## config.mk

```make
export PLATFORM = sky130hd
export DESIGN_NAME = tksk_result
export DESIGN_NICKNAME = d
export VERILOG_FILES = /design/src/rtl/tksk_pkg.sv /design/src/rtl/tksk_result.sv
export SDC_FILE = /design/constraint.sdc
export NUM_CORES = 1
export LEC_CHECK = 0
export BUFFER_PORTS_ARGS = -buffer_cell sky130_fd_sc_hd__buf_2
export CELL_PAD_IN_SITES_DETAIL_PLACEMENT = 1
export CELL_PAD_IN_SITES_GLOBAL_PLACEMENT = 2
export CORE_AREA = 2 2 496 498
export DETAILED_ROUTE_END_ITERATION = 6
export DIE_AREA = 0 0 498 500
export PLACE_DENSITY = 0.4
export SYNTH_ARGS = -nofsm -noshare
export SYNTH_HDL_FRONTEND = slang
export SYNTH_SLANG_ARGS = --single-unit
```

## constraint.sdc

```tcl
create_clock -name clk_i -period 0.8 [get_ports clk_i]
set_input_delay 0 -clock clk_i [delete_from_list [all_inputs] [get_ports clk_i]]
set_output_delay 0 -clock clk_i [all_outputs]
set_load 0.05 [all_outputs]
```

## src/rtl/tksk_pkg.sv

```systemverilog
// Shared types and constants for the top-k smallest keeper.
// Depends on nothing; every other file in rtl imports it.
package tksk_pkg;

  localparam int CAPACITY_DEF = 64;

  localparam int SCORE_W  = 48;
  localparam int VCOUNT_W = 3;
  localparam int VIDX_W   = 60;
  localparam int START_W  = 10;
  localparam int TTYPE_W  = 7;
  localparam int RANK_W   = 6;

  // cells per read group, selected in the chain's read stage
  localparam int GRP    = 8;
  localparam int GRP_W  = 3;

  // front queue between intake and the sorted chain
  localparam int QDEPTH = 2;
  localparam int QPTR_W = 1;
  localparam int QCNT_W = 2;

  localparam logic [SCORE_W-1:0] SCORE_MAX = '1;

  typedef enum logic {
    ACT_INSERT = 1'b0,
    ACT_READ   = 1'b1
  } action_e;

  typedef struct packed {
    logic [SCORE_W-1:0]  score;
    logic [VCOUNT_W-1:0] vcount;
    logic [VIDX_W-1:0]   vidx;
    logic [START_W-1:0]  start;
    logic [TTYPE_W-1:0]  ttype;
  } entry_t;

  localparam entry_t ENTRY_RESET = '{
    score:  SCORE_MAX,
    vcount: '0,
    vidx:   '0,
    start:  '0,
    ttype:  '0
  };

  // item as classified by the front
  typedef struct packed {
    action_e             action;
    logic                rank_ok;
    logic [RANK_W-1:0]   rank;
    entry_t              ent;
  } item_t;

  // chain stage status handed to the result stage
  typedef struct packed {
    logic valid;
    logic is_read;
    logic rank_ok;
    logic accepted;
  } status_t;

endpackage

```

## src/rtl/tksk_result.sv

```systemverilog
// Result stage: final group select for reads and the registered result
// ports with their strobe. Depends on tksk_pkg.
module tksk_result #(
  parameter int CAPACITY = tksk_pkg::CAPACITY_DEF,
  localparam int NGRP    = (CAPACITY + tksk_pkg::GRP - 1) / tksk_pkg::GRP,
  localparam int NGRP_W  = (NGRP > 1) ? $clog2(NGRP) : 1
) (
  input  logic                          clk_i,
  input  logic                          rst_ni,
  input  tksk_pkg::status_t             status_i,
  input  logic [NGRP_W-1:0]             grp_sel_i,
  input  tksk_pkg::entry_t              grp_ent_i [NGRP],
  input  logic [tksk_pkg::SCORE_W-1:0]  last_score_i,
  output logic                          done_o,
  output logic                          accepted_o,
  output logic [tksk_pkg::SCORE_W-1:0]  threshold_score_o,
  output tksk_pkg::entry_t              entry_o
);
  import tksk_pkg::*;

  logic   done_q, accepted_q;
  logic [SCORE_W-1:0] thr_q;
  entry_t ent_d, ent_q;

  always_comb begin
    ent_d = '0;
    if (status_i.is_read && status_i.rank_ok) begin
      ent_d = grp_ent_i[grp_sel_i];
    end
  end

  always_ff @(posedge clk_i or negedge rst_ni) begin
    if (!rst_ni) begin
      done_q     <= 1'b0;
      accepted_q <= 1'b0;
      thr_q      <= SCORE_MAX;
    end else begin
      done_q     <= status_i.valid;
      accepted_q <= status_i.valid && status_i.accepted;
      if (status_i.valid) begin
        thr_q <= last_score_i;
      end
    end
  end

  always_ff @(posedge clk_i) begin
    if (status_i.valid) begin
      ent_q <= ent_d;
    end
  end

  assign done_o            = done_q;
  assign accepted_o        = accepted_q;
  assign threshold_score_o = thr_q;
  assign entry_o           = ent_q;

endmodule

```

== Yosys cells after proc, flatten, opt, wreduce, memory -nomap -nowiden ==
Index checks and enable logic that the tools add are counted.

* Flip-flop bits (word level): 178
* Output and inout port bits: 178
* Input bits: 1081

* Muxes and demuxes: 3
* Bitwise operators: 1
* Magnitude comparators: 1
* Reduce and logical (&&, ||, !) cells: 2

{| class="wikitable"
|+ Operators with widths
! kind !! number
|-
| $bmux 128 s3 || 1
|-
| $mux 128 || 2
|-
| $ge 4x4->1 const B || 1
|-
| $not 3->4 || 1
|-
| $logic_and 1x1->1 || 2
|}

== Logic depth before layout (Yosys ltp) ==
Gate-level depths: netlist (run 1).

* Depth after elaboration: 4
* Depth in mapped cells: 6
* Depth with buffers taken out: 3

== Least setup slack after synthesis (run 1) ==
No wires, ideal clock.

* Kind: input to register
* Start point: input grp_sel_i[1]
* End point: register ent_q, in the netlist entry_o[121] (data pin)
* Slack: -0.355 ns
* Path buffers: 3
* Data arrival time: 0.896 ns
* Stages: 6
* Cells stage by stage: buf_6 buf_6 buf_6 mux2i_1 o22ai_1 or2_1

* Longest elaborated chain between the ends: 4

{| class="wikitable"
|+ RTL lines
! what !! line !! text
|-
| start, declared || tksk_result.sv:11 || <nowiki>input logic [NGRP_W-1:0] grp_sel_i,</nowiki>
|-
| $not 3->4 (not written as such) || tksk_result.sv:28 || <nowiki>ent_d = grp_ent_i[grp_sel_i];</nowiki>
|-
| $bmux 128 s3 || tksk_result.sv:28 ||
|-
| $mux 128 (not written as such) (2 in a row) || tksk_result.sv:28 ||
|-
| end signal, assigned || tksk_result.sv:48 || <nowiki>ent_q <= ent_d;</nowiki>
|-
| end, declared || tksk_result.sv:23 || <nowiki>entry_t ent_d, ent_q;</nowiki>
|}

Every way passes these cells. The select of a mux whose other input is x is not followed.
A chain may end at the register's enable or synchronous reset.

== Worst setup path after layout (run 1) ==
* Start point: register ent_q, in the netlist entry_o[90]
* End point: output entry_o[90] in the netlist's numbering

{| class="wikitable"
|+ RTL lines
! what !! line !! text
|-
| end, declared || tksk_result.sv:17 || <nowiki>output tksk_pkg::entry_t entry_o</nowiki>
|}

No word-level cell between the ends.

==> results.sh, run 1 <==
export IMPL_switching_power_w=0.0171
export IMPL_cts_tree="done"
export IMPL_die_h_um=500
export IMPL_pre_cts_ws_ns=-1.13
export IMPL_synth_compound_area_share=0.113
export IMPL_grt_pass1_vias=24100
export IMPL_slew_limit_headroom=0.698
export IMPL_synth_fp_nets=2326
export IMPL_fin_skew_ns=0
export IMPL_worstReg2RegStart="threshold_score_o[19]"
export IMPL_gp_congestion=0.853
export IMPL_final_fill_count=28300
export IMPL_timing_final_ws_setup_ns=-0.533
export IMPL_hold_ws_ns=-0.0307
export IMPL_slowest_delay_ns=0.54
export IMPL_antenna_found_initial=162
export IMPL_p_int_w=0.0268
export IMPL_maxCapViolations=0
export IMPL_critPathCapture="entry_o[90]"
export IMPL_synth_adder_area_share=0
export IMPL_period_needed_ns=1.33
export IMPL_coreArea_um2=244000
export IMPL_synth_warnings=0
export IMPL_io_pins=1259
export IMPL_finalCritPeriodShare=1.67
export IMPL_reg2reg_depth=1
export IMPL_grt_start_max_net_pins=30
export IMPL_overflow=0
export IMPL_clk_path_buf_depth=2
export IMPL_p_per_area_nw_per_um2=1040
export IMPL_cts_made_buffers=17
export IMPL_synth_xor_area_frac=0
export IMPL_worstSetupPathType="register to output port"
export IMPL_route_detailed_drc=0
export IMPL_run_status="complete, but fails checks"
export IMPL_critPathCaptureType="output port"
export IMPL_max_freq_mhz=750
export IMPL_synthCells=1245
export IMPL_wirelength_um=184000
export IMPL_clkLatencyLatePin_ns=0.56
export IMPL_ir_drop_uv=1870
export IMPL_dr_pass1_iters=4
export IMPL_rsz0062_at_grt="yes"
export IMPL_crit_family="flip-flops"
export IMPL_syn_area_um2=14200
export IMPL_grt_pass1_wl_um=233000
export IMPL_cts_root_buffer="clkbuf_16"
export IMPL_track_usage=0.141
export IMPL_critPathLaunchType="register"
export IMPL_seq_power_share=0.267
export IMPL_die_area_um2=249000
export IMPL_cts_sinks=178
export IMPL_num_vias=21900
export IMPL_first_iter_violations=825
export IMPL_critPathLaunch="entry_o[90]"
export IMPL_ys_seq_area_frac=0.364
export IMPL_avgSynthCellArea_um2=11.4
export IMPL_combPwrFrac=0.503
export IMPL_dp_cells=5821
export IMPL_initial_utilization=0.0580
export IMPL_cp_depth=1
export IMPL_slew_viol_final=0
export IMPL_design_area_um2=42400
export IMPL_yosys_area_share_simple=0.0594
export IMPL_critical_path_buf_inv_count=1
export IMPL_crit_fanout=1
export IMPL_switching_share=0.390
export IMPL_crit_slowest_cell="edfxtp_1"
export IMPL_die_width_um=498
export IMPL_clockPowerShare=0.230
export IMPL_synth_top_family_by_area="multiplexers"
export IMPL_instances_no_fill=6975
export IMPL_hold_violations=9
export IMPL_multi_input_area_um2=9850
export IMPL_rows=182
export IMPL_worstPathRequired_ns=0.80
export IMPL_synth_area_mux_share=0.400
export IMPL_drtAntennaViolNets=0
export IMPL_r2r_end="threshold_score_o[19]"
export IMPL_crit_chain="buf_6"
export IMPL_setup_viol=308
export IMPL_io_buffers=1258
export IMPL_clk_pin_slew_ns=0.12
export IMPL_min_path_type="primary input to register"
export IMPL_tightest_slew_ns=0.453
export IMPL_wl_per_cell_um=26.3
export IMPL_via_per_inst=3.14
export IMPL_postSynthRegisterBits=178
export IMPL_violations="hold timing, setup timing"
export IMPL_register_area_um2=5150
export IMPL_place_area_um2=26500
export IMPL_arrival_ns=1.33
export IMPL_nets=4771
export IMPL_reg2reg_slack_ns=-0.01
export IMPL_drive_gt1_frac=0.532
export IMPL_synth_lib_cells_used_distinct=14
export IMPL_p_leak_nw=18.8
export IMPL_cts_htree_levels=4
export IMPL_hpwl_um=147000
export IMPL_syn_to_final_growth_pct=199
-- cells in the mapped netlist --
master     count  share of area
or2_1        128          0.056
buf_1         12         0.0032
nand4b_1       2         0.0012
dfrtp_1        2         0.0035
buf_2         52          0.018
edfxtp_1     128           0.27
mux2_2        48          0.038
dfstp_2       48          0.089
nand4bb_1      1        0.00079
and2_1         1        0.00044
mux2i_1      512           0.36
nand4_1        1        0.00044
o22ai_1      256           0.11
buf_6         54          0.043
-- routing by layer --
layer | GRT usage | vias up | share of wire
met4 | 0.0407 | 84 | 0.028
met5 | 0 | - | 0.0030
met1 | 0.162 | 10500 | 0.40
met2 | 0.250 | 1181 | 0.50
li1 | - | 9867 | -
met3 | 0.0415 | 279 | 0.070
-- power by group through the flow --
stage                     Clock (W)  Combinational, W  Sequential, W
after floorplan                   0           0.00349         0.0144
after global placement            0            0.0141         0.0117
after detailed placement          0            0.0141         0.0117
after CTS                    0.0111            0.0215         0.0117
after global routing         0.0111            0.0231         0.0118
final                        0.0101            0.0221         0.0117
-- cell usage in the layout (no fill, tap or decap), types with 2 or more instances in the layout --
cell / count
buf_8: 66
or2_1: 127
mux2i_4: 82
mux2i_2: 82
buf_12: 126
dlygate4sd3_1: 853
o22ai_2: 42
nand4b_1: 2
inv_8: 2
dfrtp_1: 2
clkinv_8: 2
dfstp_2: 48
mux2_2: 44
o22ai_4: 8
dlymetal6s4s_1: 64
inv_6: 6
buf_6: 164
clkbuf_16: 25
clkinv_4: 2
buf_2: 1067
edfxtp_1: 128
diode_2: 52
buf_16: 45
buf_4: 150
mux2i_1: 348
mux2_4: 4
o22ai_1: 206
-- worst min-delay path by stage --
| stage | end | from | slack (ns) | cells past startpoint |
|---|---|---|---|---|
| 6_report | entry_o[69] | grp_ent_i[69] | -0.03 | 4 |
| 5_1_grt | entry_o[50] | grp_ent_i[818] | -0.06 | 4 |
| 4_1_cts | entry_o[69] | grp_ent_i[69] | -0.10 | 4 |
| 3_5_place_dp | done_o | rst_ni | -0.11 | 1 |
| 3_3_place_gp | done_o | rst_ni | -0.11 | 1 |
| 2_1_floorplan | accepted_o | rst_ni | -0.30 | 0 |
-- final cells by class --
cell class	count	area share
Timing Repair Buffer	2544	0.534
Multi-Input combinational cell	949	0.232
Sequential cell	178	0.122
Antenna cell	52	0.00307
Clock buffer	18	0.0101
Clock inverter	14	0.00328
Tap cell	3220	0.0951
-- what timing repair did --
item                       in CTS  in global routing
setup endpoints to repair     299                327
pin swaps                     123                135
hold endpoints to repair      246                 22
gates cloned                   40                  8
hold buffers                  906                 11
gates resized for setup       651                308
setup buffers                 102                 46
-- registers in the layout, summed over array words and instances, names as in the netlist --
register           cells
accepted_o             1
threshold_score_o     48
done_o                 1
entry_o              128
-- per-stage QoR --
step | util | TNS, ns | power, W | hold WS (ns)
floorplan | - | -48.63 | 0.0179 | -0.296
global placement | 0.108 | -128.42 | 0.0258 | -0.112
detailed placement | 0.108 | -130.88 | 0.0258 | -0.114
CTS | 0.167 | -102.02 | 0.0443 | -0.102
global route | 0.173 | -98.64 | 0.0460 | -0.0624
finish | 0.173 | -85.78 | 0.0439 | -0.0307
-- cell families (layout without fill, tap and decap cells) --
logic type             count (synthesis)  after routing
buffers and inverters                118           2576
AND/OR/NAND/NOR                      133            133
other                                  0             52
multiplexers                         560            560
AO/OA/AOI/OAI                        256            256
flip-flops                           178            178
Note: power is estimated with default switching activity, not from simulation.
==> run 2, diff against run 1 <==
==> constraint.sdc (replaced) <==
create_clock -name clk_i -period 0.8 [get_ports clk_i]
set_input_delay 0.04 -clock clk_i [delete_from_list [all_inputs] [get_ports clk_i]]
set_output_delay 0.04 -clock clk_i [all_outputs]
set_load 0.05 [all_outputs]
==> run 2 against run 1 <==
The flow still finishes with violations (hold timing, setup timing). Clock power is essentially flat. Critical path depth is the same. First-iteration DRC count grew 7.2%.
==> results.sh, run 2 (synthesized netlist as in run 1, its figures left out) <==
export IMPL_run_status="complete, but fails checks"
export IMPL_violations="hold timing, setup timing"
export IMPL_fin_skew_ns=0
export IMPL_crit_chain="buf_12"
export IMPL_slew_limit_headroom=0.656
export IMPL_hold_ws_ns=-0.0519
export IMPL_maxCapViolations=0
export IMPL_timing_final_ws_setup_ns=-0.563
export IMPL_die_width_um=498
export IMPL_cts_sinks=178
export IMPL_route_detailed_drc=0
export IMPL_critical_path_buf_inv_count=1
export IMPL_wirelength_um=185000
export IMPL_pre_cts_ws_ns=-1.29
export IMPL_syn_to_final_growth_pct=187
export IMPL_crit_family="flip-flops"
export IMPL_track_usage=0.142
export IMPL_worstSetupPathType="register to output port"
export IMPL_worstPathRequired_ns=0.76
export IMPL_grt_start_max_net_pins=24
export IMPL_rows=182
export IMPL_clk_path_buf_depth=2
export IMPL_drive_gt1_frac=0.571
export IMPL_first_iter_violations=884
export IMPL_arrival_ns=1.32
export IMPL_ir_drop_uv=1710
export IMPL_io_pins=1259
export IMPL_via_per_inst=3.15
export IMPL_hpwl_um=147000
export IMPL_io_buffers=1258
export IMPL_grt_pass1_wl_um=232000
export IMPL_rsz0062_at_grt="yes"
export IMPL_p_per_area_nw_per_um2=1070
export IMPL_design_area_um2=40700
export IMPL_min_path_type="primary input to register"
export IMPL_grt_pass1_vias=23200
export IMPL_slew_viol_final=0
export IMPL_final_fill_count=28300
export IMPL_num_vias=21400
export IMPL_max_freq_mhz=734
export IMPL_cts_root_buffer="clkbuf_16"
export IMPL_wl_per_cell_um=27.3
export IMPL_die_area_um2=249000
export IMPL_tns_ns=-100.62
export IMPL_final_common_cell="buf_2"
export IMPL_crit_fanout=1
export IMPL_dr_pass1_iters=6
export IMPL_p_leak_nw=17.9
export IMPL_most_common_layout_cells="buf_2 (1,067), dlygate4sd3_1 (664), mux2i_1 (343)"
export IMPL_critPathLaunchType="register"
export IMPL_tightest_slew_ns=0.515
export IMPL_clk_pin_slew_ns=0.10
export IMPL_cts_tree="done"
export IMPL_place_area_um2=26400
export IMPL_cts_htree_levels=4
export IMPL_nets=4567
export IMPL_power_w=0.0434
export IMPL_largest_reg_flops=128
export IMPL_finalCritPeriodShare=1.70
export IMPL_setup_viol=310
export IMPL_period_needed_ns=1.36
export IMPL_die_h_um=500
export IMPL_overflow=0
export IMPL_antenna_found_initial=166
export IMPL_crit_slowest_cell="edfxtp_1"
export IMPL_cts_made_buffers=17
export IMPL_clkLatencyLatePin_ns=0.56
export IMPL_initial_utilization=0.0580
export IMPL_hold_violations=16
export IMPL_slowest_delay_ns=0.54
export IMPL_coreArea_um2=244000
export IMPL_drtAntennaViolNets=0
export IMPL_gp_congestion=0.849
export IMPL_critPathCaptureType="output port"
-- run 2: changes by cell type in the layout (fill, tap and decap cells not counted), sizes merged --
cell	before	now
buf	1618	1627
bufbuf	1	2
clkbuf	26	28
clkinv	4	6
clkinvlp	1	0
diode	52	60
dlygate4sd3	853	664
dlymetal6s2s	0	1
dlymetal6s4s	64	35
-- run 2: worst paths after layout --
kind / from / to / slack (ns) / depth (start not counted)
worst max-delay path: entry_o[79] / entry_o[79] / -0.56 / 1
max in group asynchronous: rst_ni / threshold_score_o[22] / 0.41 / 3
worst min-delay path: grp_ent_i[302] / entry_o[46] / -0.05 / 4
worst min register to register: threshold_score_o[36] / threshold_score_o[36] / 0.64 / 1
min in group asynchronous: rst_ni / threshold_score_o[29] / 0.11 / 2
worst max register to register: threshold_score_o[12] / threshold_score_o[12] / 0.01 / 1
-- run 2: through the flow --
step,utilization,hold slack [ns],instances
floorplan,-,-0.256,1245
global placement,0.108,0.154,5815
detailed placement,0.108,0.151,5815
CTS,0.158,-0.115,6695
global route,0.166,-0.0894,6756
finish,0.166,-0.0519,6779
-- run 2: cell type report --
type	count	area [µm²]	area share
repair buffers	2340	20700	0.508
flip-flops and latches	178	5150	0.127
multi-input cells	949	10100	0.248
clock buffers	17	425	0.0105
well taps	3220	4030	0.0991
diodes	60	150	0.00369
clock inverters	15	178	0.00437
-- run 2: routing by layer --
layer	up-vias	share of wire	global-route usage
met5	-	0.0030	0
met4	86	0.030	0.0403
met3	265	0.073	0.0427
met2	1138	0.50	0.253
met1	10400	0.39	0.163
li1	9496	-	-
-- run 2: timing repair --
item | 4_1_cts | 5_1_grt
gates resized for setup | 620 | 349
pin swaps | 82 | 150
setup buffers | 118 | 45
gates cloned | 43 | 12
endpoints found under the hold margin | 250 | 47
hold buffers | 698 | 4
endpoints found under the setup margin | 304 | 339
-- run 2: where the power goes --
| group | switching (W) | total (W) | internal (W) |
|---|---|---|---|
| Combinational | 0.0104 | 0.0214 | 0.0110 |
| Clock | 0.00607 | 0.0104 | 0.00428 |
| Sequential | 0.000669 | 0.0117 | 0.0110 |
==> run 3, diff against run 2 <==
CELL_PAD_IN_SITES_GLOBAL_PLACEMENT = 1   (was 2)
CORE_AREA = 2 2 483 485   (was 2 2 496 498)
DIE_AREA = 0 0 485 487   (was 0 0 498 500)
PLACE_DENSITY = 0.36   (was 0.4)
clock period = 1.2 ns   (was 0.8 ns; I/O delays follow)
==> run 3 against run 2 <==
The run ends with setup timing left. Non-clock buffer count shrank 131. Critical endpoint is now entry_o[77]. Sequential share of layout area increased by 1.9 points. Flip-flop and latch count unchanged. Final cell count is 4.7% lower. Clock skew unchanged. Die area decreased by 5.1%. Via count fell by 4.3%. Final area down 13%.
==> results.sh, run 3 (synthesized netlist as in run 1, its figures left out) <==
export IMPL_io_pins=1259
export IMPL_rsz0062_at_grt="yes"
export IMPL_die_area_um2=236000
export IMPL_instances_no_fill=6462
export IMPL_fin_util=0.152
export IMPL_grt_pass1_wl_um=206000
export IMPL_hpwl_um=137000
export IMPL_cts_root_buffer="clkbuf_16"
export IMPL_num_vias=20500
export IMPL_clk_path_buf_depth=2
export IMPL_reg2reg_depth=1
export IMPL_grt_start_max_net_pins=51
export IMPL_ir_drop_uv=692
export IMPL_antenna_found_initial=171
export IMPL_fin_skew_ns=0
export IMPL_wirelength_um=160000
export IMPL_drtAntennaViolNets=0
export IMPL_via_per_inst=3.17
export IMPL_cp_depth=1
export IMPL_setup_viol=113
export IMPL_violations="setup timing"
export IMPL_r2r_end="threshold_score_o[16]"
export IMPL_clk_pin_slew_ns=0.10
export IMPL_period_needed_ns=1.36
export IMPL_coreArea_um2=231000
export IMPL_slew_viol_final=0
export IMPL_nets=4436
export IMPL_worstPathRequired_ns=1.14
export IMPL_p_leak_nw=16.0
export IMPL_wl_met2_um=77200
export IMPL_crit_fanout=1
export IMPL_cts_sinks=178
export IMPL_dp_cells=5636
export IMPL_design_area_um2=35300
export IMPL_p_per_area_nw_per_um2=751
export IMPL_finalCritPeriodShare=1.13
export IMPL_die_width_um=485
export IMPL_crit_family="flip-flops"
export IMPL_place_area_um2=25500
export IMPL_maxCapViolations=0
export IMPL_arrival_ns=1.30
export IMPL_tightest_slew_ns=0.542
export IMPL_drive_gt1_frac=0.484
export IMPL_gp_congestion=0.830
export IMPL_met3_length_um=14500
export IMPL_critPathLaunch="entry_o[77]"
export IMPL_initial_utilization=0.0613
export IMPL_crit_slowest_cell="edfxtp_1"
export IMPL_worstSetupPathType="register to output port"
export IMPL_dr_pass1_iters=5
export IMPL_slowest_delay_ns=0.52
export IMPL_cts_htree_levels=4
export IMPL_critPathCaptureType="output port"
export IMPL_crit_chain="buf_6"
export IMPL_cts_tree="done"
export IMPL_cts_made_buffers=17
export IMPL_rows=177
export IMPL_power_w=0.0265
export IMPL_io_buffers=1258
export IMPL_slew_limit_headroom=0.629
export IMPL_critical_path_buf_inv_count=1
export IMPL_overflow=0
export IMPL_first_iter_violations=820
export IMPL_largest_reg_flops=128
export IMPL_grt_pass1_vias=22600
export IMPL_worstReg2RegStart="threshold_score_o[16]"
export IMPL_min_path_type="primary input to register"
export IMPL_track_usage=0.131
export IMPL_wl_per_cell_um=24.8
export IMPL_syn_to_final_growth_pct=149
export IMPL_most_common_layout_cells="buf_2 (1,078), dlygate4sd3_1 (728), mux2i_1 (490)"
export IMPL_route_detailed_drc=0
export IMPL_final_common_cell="buf_2"
export IMPL_hold_ws_ns=0.0383
export IMPL_top_layer_used="met5"
export IMPL_wl_met1_um=62900
export IMPL_max_freq_mhz=736
export IMPL_clkLatencyLatePin_ns=0.55
export IMPL_final_fill_count=27100
export IMPL_critPathCapture="entry_o[77]"
export IMPL_hold_violations=0
export IMPL_run_status="complete, but fails checks"
export IMPL_reg2reg_slack_ns=0.41
export IMPL_timing_final_ws_setup_ns=-0.160
export IMPL_die_h_um=487
export IMPL_critPathLaunchType="register"
## run 3: how the worst min path moves through the flow
stage	end	start	slack [ns]	depth (start not counted)
detailed placement	done_o	rst_ni	0.09	2
finish	entry_o[94]	grp_ent_i[862]	0.04	4
floorplan	accepted_o	rst_ni	-0.24	0
global placement	done_o	rst_ni	0.08	2
CTS	entry_o[8]	grp_ent_i[8]	0.00003	4
global route	entry_o[46]	grp_ent_i[174]	0.02	4
## run 3: per-stage QoR
stage / worst slack [ns] / setup TNS, ns
after floorplan: -0.00920 / -0.941
after global placement: -1.36 / -63.83
after detailed placement: -1.33 / -66.56
after CTS: -0.263 / -21.71
after global routing: -0.260 / -21.16
final: -0.160 / -8.37
## run 3: area by class of cell
cell class,instances,area [µm²],share of cell area
Sequential cell,178,5150,0.146
Timing Repair Buffer,2209,17300,0.489
Tap cell,3043,3810,0.108
Multi-Input combinational cell,949,8300,0.235
Clock buffer,20,479,0.0136
Clock inverter,12,143,0.00404
Antenna cell,51,128,0.00362
## run 3: where the power goes
part	total, W	switching [W]	internal (W)
Combinational	0.0119	0.00599	0.00586
Sequential	0.00774	0.000393	0.00735
Clock	0.00689	0.00382	0.00307
## run 3: routing by layer
layer / vias up / GRT usage
li1: 9183 / -
met1: 9737 / 0.151
met2: 1156 / 0.224
met3: 287 / 0.0468
met4: 102 / 0.0414
met5: - / 0
## run 3: what timing repair did
| item | in CTS | in global routing |
|---|---|---|
| setup endpoints to repair | 192 | 205 |
| endpoints found under the hold margin | 232 | 0 |
| pin swaps | 0 | 1 |
| resized for setup | 429 | 31 |
| cloned | 1 | 2 |
| buffers inserted | 0 | 12 |
| hold buffers | 728 | 0 |
